--- src/sv/prs_pkg.sv ---
`timescale 1ns / 1ps
// ----------------------------------------------------------------------------
// prs_pkg
// Shared constants, codes and control types of the Poisson relaxation sweep.
// ----------------------------------------------------------------------------
package prs_pkg;

  localparam int DefGridSide  = 64;
  localparam int DefValueBits = 32;
  localparam int SumBits      = 44;
  localparam int MaxBits      = 32;
  localparam int WeightBits   = 16;
  localparam int UnitWeight   = 16384;

  // item function codes
  localparam logic [1:0] FuncWriteSol = 2'd0;
  localparam logic [1:0] FuncWriteSrc = 2'd1;
  localparam logic [1:0] FuncSweep    = 2'd2;
  localparam logic [1:0] FuncRead     = 2'd3;

  // solver modes
  localparam logic [1:0] ModeJacobi = 2'd0;
  localparam logic [1:0] ModeJor    = 2'd1;
  localparam logic [1:0] ModeSor    = 2'd2;
  localparam logic [1:0] ModeUnused = 2'd3;

  // register indexes
  localparam logic [1:0] CfgSolverMode   = 2'd0;
  localparam logic [1:0] CfgRelaxFactor  = 2'd1;
  localparam logic [1:0] CfgInteriorSize = 2'd2;

  // stage enables of the cell update datapath
  typedef struct packed {
    logic mul1;
    logic mul2;
    logic fin;
  } upd_ctrl_t;

endpackage

--- src/sv/prs_update.sv ---
`timescale 1ns / 1ps
// ----------------------------------------------------------------------------
// prs_update
// Cell update datapath: neighbor sum and weighted old value, weighted sum,
// then rounding, wrap and absolute change.
// ----------------------------------------------------------------------------
module prs_update #(
  parameter int VALUE_BITS = 32
) (
  input  logic                         clk,
  input  prs_pkg::upd_ctrl_t           ctrl,
  input  logic [prs_pkg::WeightBits-1:0] weight,
  input  logic signed [VALUE_BITS-1:0] u,
  input  logic signed [VALUE_BITS-1:0] up,
  input  logic signed [VALUE_BITS-1:0] left,
  input  logic signed [VALUE_BITS-1:0] down,
  input  logic signed [VALUE_BITS-1:0] right,
  input  logic signed [VALUE_BITS-1:0] src,
  output logic signed [VALUE_BITS-1:0] res,
  output logic [VALUE_BITS:0]          absd
);

  import prs_pkg::*;

  localparam int V   = VALUE_BITS;
  localparam int GW  = V + 3;
  localparam int PW1 = V + 17;
  localparam int PW2 = V + 20;
  localparam int NW  = V + 21;

  logic signed [16:0]    wt;
  logic signed [16:0]    cw;
  logic signed [GW-1:0]  g_sum;
  logic signed [GW-1:0]  g;
  logic signed [PW1-1:0] p1;
  logic signed [PW2-1:0] p2;
  logic signed [NW-1:0]  num;
  logic signed [V-1:0]   res_c;
  logic signed [V:0]     d;

  assign wt    = signed'({1'b0, weight});
  assign cw    = 17'(UnitWeight) - wt;
  assign g_sum = GW'(up) + GW'(left) + GW'(down) + GW'(right) - GW'(src);
  // +0.5 then floor: round half up
  assign num   = (NW'(p1) <<< 2) + NW'(p2) + NW'(32768);
  assign res_c = num[V+15:16];
  assign d     = {res_c[V-1], res_c} - {u[V-1], u};

  always_ff @(posedge clk) begin
    if (ctrl.mul1) begin
      g  <= g_sum;
      p1 <= PW1'(cw) * PW1'(u);
    end
    if (ctrl.mul2) begin
      p2 <= PW2'(wt) * PW2'(g);
    end
    if (ctrl.fin) begin
      res  <= res_c;
      absd <= d[V] ? unsigned'(-d) : unsigned'(d);
    end
  end

endmodule

--- config.mk ---
export PLATFORM = sky130hd
export DESIGN_NAME = prs_update
export DESIGN_NICKNAME = d
export VERILOG_FILES = /design/src/sv/prs_pkg.sv /design/src/sv/prs_update.sv
export SDC_FILE = /design/constraint.sdc
export NUM_CORES = 2
export LEC_CHECK = 0
export ABC_AREA = 1
export BUFFER_PORTS_ARGS = -buffer_cell sky130_fd_sc_hd__buf_2
export CAP_MARGIN = 20
export CORE_MARGIN = 3
export CORE_UTILIZATION = 45
export CTS_BUF_LIST = sky130_fd_sc_hd__clkbuf_8
export DETAILED_ROUTE_END_ITERATION = 10
export PLACE_DENSITY = 0.6
export SYNTH_ARGS = -nofsm -noshare
export SYNTH_HDL_FRONTEND = slang
export SYNTH_SLANG_ARGS = --single-unit
--- constraint.sdc ---
create_clock -name clk -period 8.1 [get_ports clk]
set_input_delay 0.81 -clock clk [delete_from_list [all_inputs] [get_ports clk]]
set_output_delay 0.81 -clock clk [all_outputs]
set_load 0.02 [all_outputs]
# Yosys cells after proc, flatten, opt, wreduce, memory -nomap -nowiden

Cells that the tools add are included.

Add/subtract/negate cells: 9
Multiply operators: 2
Muxes and demuxes: 1

Operators by type and width:

| operator                                           | count |
|---|---|
| adder 48 x 17 -> 48 bit, second input constant     | 1 |
| adder 48 bit                                       | 1 |
| multiplier 17 x 35 -> 48 bit                       | 1 |
| multiplier 17 x 32 -> 46 bit                       | 1 |
| adder 34 x 32 -> 35 bit                            | 1 |
| subtractor 35 x 32 -> 35 bit                       | 1 |
| adder 33 x 32 -> 34 bit                            | 1 |
| adder 32 x 32 -> 33 bit                            | 1 |
| negation 33 bit                                    | 1 |
| subtractor 32 x 32 -> 33 bit                       | 1 |
| 2-to-1 mux 32 bit                                  | 1 |
| subtractor 15 x 16 -> 17 bit, first input constant | 1 |

Bits in registers: 194
Input port bits: 212
Output and inout port bits: 65

# Logic depth before layout (Yosys ltp)

Depth in word-level cells: 5
Gate-level depth with buffers: 42
Mapped depth without buffers: 40

# Worst setup path before layout

No wires, ideal clock.

Kind: in2reg
Start: input weight[0] (netlist name)
End: register p1[41] (data pin)
Library setup time: 260 ps
Data arrival time: 7448 ps
Data required time: 7840 ps
Setup slack: 392 ps
Stages on the path: 36
Buffers on the path: 4
Cell sequence: clkbuf_1 > clkbuf_1 > buf_1 > inv_1 > ha_1 > nand3_1 > or2_2 > nand2_1 > inv_1 > clkbuf_1 > nand2_1 > fa_1 > inv_1 > fa_1 > inv_1 > fa_1 > inv_1 > fa_1 > fa_1 > inv_1 > fa_1 > inv_1 > ha_1 > a21oi_1 > inv_1 > a31oi_1 > inv_1 > a21oi_1 > nor2_1 > nor2_1 > o21ai_1 > nand2_1 > nand2_1 > nand2_1 > nand2_1 > xor2_1

Cells in the longest elaborated chain, start to end: 2

Ends and longest elaborated chain:

| item                         | RTL line         | source |
|---|---|---|
| from (decl)                  | prs_update.sv:12 | `input logic [prs_pkg::WeightBits-1:0] weight,` |
| subtractor 15 x 16 -> 17 bit | prs_update.sv:42 | `assign cw = 17'(UnitWeight) - wt;` |
| multiplier 17 x 32 -> 46 bit | prs_update.sv:52 | `p1 <= PW1'(cw) * PW1'(u);` |
| to (signal assigned)         | prs_update.sv:52 |  |
| to (decl)                    | prs_update.sv:35 | `logic signed [PW1-1:0] p1;` |

No other way between the ends.
A chain may end at the register's enable or synchronous reset.

# Final worst setup path

Start: input weight[2] (netlist name)
End: register p1[44] (data pin)

Same word-level chain as after synthesis.

==> results.yml <==
clocking:
  cts_root_buf: "clkbuf_8"
  clk_path_buf_depth: 2
  cts_hold_buffers: 0
  cts_tree: "built"
  post_cts_buffers: 0
  clk_pin_slew_ns: 0.11
  htreeDepth: 4
  cts_resized: 0
  cts_buffers: 17
  clk-insertion-delay-late_ns: 0.59
  clkSinkCount: 192
critical_path:
  rr_worst_depth: 22
  crit_slowest_cell: "fa_1"
  crit_arrival_ns: 7.84
  cp_max_fo: 37
  startpoint_type: "primary input"
  slowest_delay_ns: 0.61
  crit_required_ns: 8.43
  path_class: "primary input to register"
  ff2ff_setup_slack_ns: 1.33
  endpoint_kind: "register"
sta:
  maxSlewViolCount: 0
  fin_tns_setup_ns: 0
  finClkSkew_ns: 0.0314
  setup_viol: 0
  fmax_mhz: 133
  rsz0062_at_grt: "no"
  period_needed_ns: 7.51
  tightest_slew_ns: 0.995
  relSlewSlack: 0.337
  period_share: 0.927
  hold_viol_final: 0
global_route:
  antenna_found_initial: 9
  grt_overflow: 0
  grt_max_degree: 66
  first_global_vias: 45600
  grt_usage: 0.277
  grt_first_pass_wirelength_mm: 260
final_layout:
  syn2layout_area_growth_pct: 6.69
  nets: 8483
  drive_gt1_frac: 0.0713
route:
  wl_met3_mm: 8.30
  dr_total_vias: 42300
  routed_wl_mm: 164
  ant_nets: 0
  drt_pass1_iterations: 8
  routed-wl-met2_mm: 82.2
  top_layer: "met5"
  drtIter0Drc: 2660
  drc: 0
  vias_per_cell: 5.03
  wl_met1_mm: 67.4
  wl_per_cell_um: 19.5
floorplan:
  core-area_sq_um: 118000
  die_h_um: 352
  initial_core_util: 0.455
  die_w_um: 352
  die-area_sq_um: 124000
  rows: 126
  ioPinCount: 277
yosys:
  yosys.area.top_type: "fa_1"
  yosysTopAreaCellShare: 0.409
  ys_seq_area_frac: 0.107
  syn-num-nets: 8337
  synth.most_common_cell: "inv_1"
  netlist_area_sq_um: 53800
  syn-instance-count: 6647
  synth_edf_count: 192
  postSynthAreaPerCell_sq_um: 8.10
  synth.area.top_cells: "fa_1 (41%), inv_1 (13%), edfxtp_1 (11%)"
  synth.distinct_cells: 55
  synth_warnings: 0
  synth_top_flop_cell: "edfxtp_1"
  async_flop_share: 0
  synth-seq-cells: 192
  synthTopCellsByCount: "inv_1 (1,855), nand2_1 (1,494), fa_1 (1,099), nor2_1 (409), ha_1 (379)"
flow_run:
  cap_violations: 0
worst_hold_path:
  min_path_type: "primary input to register"
  worstHoldPathCells: 2
placed_design:
  port_buffers: 276
  gp_congestion: 0.980
  dp_hpwl_mm: 141
status:
  status: "finished clean"
==> per-stage QoR <==
stage,cells,util,cell area (sq um),hold slack [ns],setup slack [ns]
floorplan,6647,-,53800,0.676,0.392
global placement,8374,0.481,57000,1.02,0.110
detailed placement,8374,0.481,57000,1.00,0.0511
CTS,8406,0.485,57400,0.476,0.704
global route,8407,0.485,57400,0.509,0.157
finish,8408,0.485,57400,0.532,0.589
==> worst max-delay path: cells and delay by family <==
kind	cells	cell delay, ns
buffers and inverters	9	1.74
AND/OR/NAND/NOR	10	1.33
XOR/XNOR	1	0.11
AO/OA/AOI/OAI	1	0.34
adder cells (fa/ha/maj)	7	3.48
==> sequential cells by signal, summed over array words and instances (netlist names) <==
register / cells
p2: 46
absd: 33
res: 32
g: 35
p1: 46
==> layout by cell type (no fill, tap or decap), types with 107 or more instances in the layout <==
master / netlist / routed
inv_1: 1855 / 1855
nand2_1: 1494 / 1494
fa_1: 1099 / 1099
nor2_1: 409 / 409
ha_1: 379 / 379
buf_2: 4 / 275
a21oi_1: 239 / 239
edfxtp_1: 192 / 192
xor2_1: 128 / 128
o21ai_0: 123 / 123
nand3_1: 107 / 107
==> cell type report <==
type,count,area [sq um]
fillers,11700,61000
multi-input cells,4357,40100
inverters,1876,7040
flip-flops and latches,192,5770
repair buffers,349,2030
well taps,1600,2000
clock buffers,17,234
clock inverters,15,199
diodes,2,5.00
==> cells by family after synthesis <==
group | count (synthesis) | synth area share
flip-flops | 192 | 0.107
XOR/XNOR | 204 | 0.0333
adder cells (fa/ha/maj) | 1478 | 0.497
AND/OR/NAND/NOR | 2169 | 0.162
buffers and inverters | 2098 | 0.147
AO/OA/AOI/OAI | 506 | 0.0533
==> path summary, 6_finish.rpt <==
kind,start,end
max reg2reg,g[11]$_DFFE_PP_,p2[35]$_DFFE_PP_
min reg2reg,p1[27]$_DFFE_PP_,res[13]$_DFFE_PP_
min,right[0],g[0]$_DFFE_PP_
max,weight[2],p1[44]$_DFFE_PP_
==> metal layers <==
metal  global-route usage  vias up
met1                0.352    21300
met2                0.494     1168
met5                    0        -
met4               0.0900       10
li1                     -    19700
met3               0.0298      192
Power is left out: the tool's default activity adds up to more than one toggle a clock period on the data nets, which glitch-free logic cannot reach.
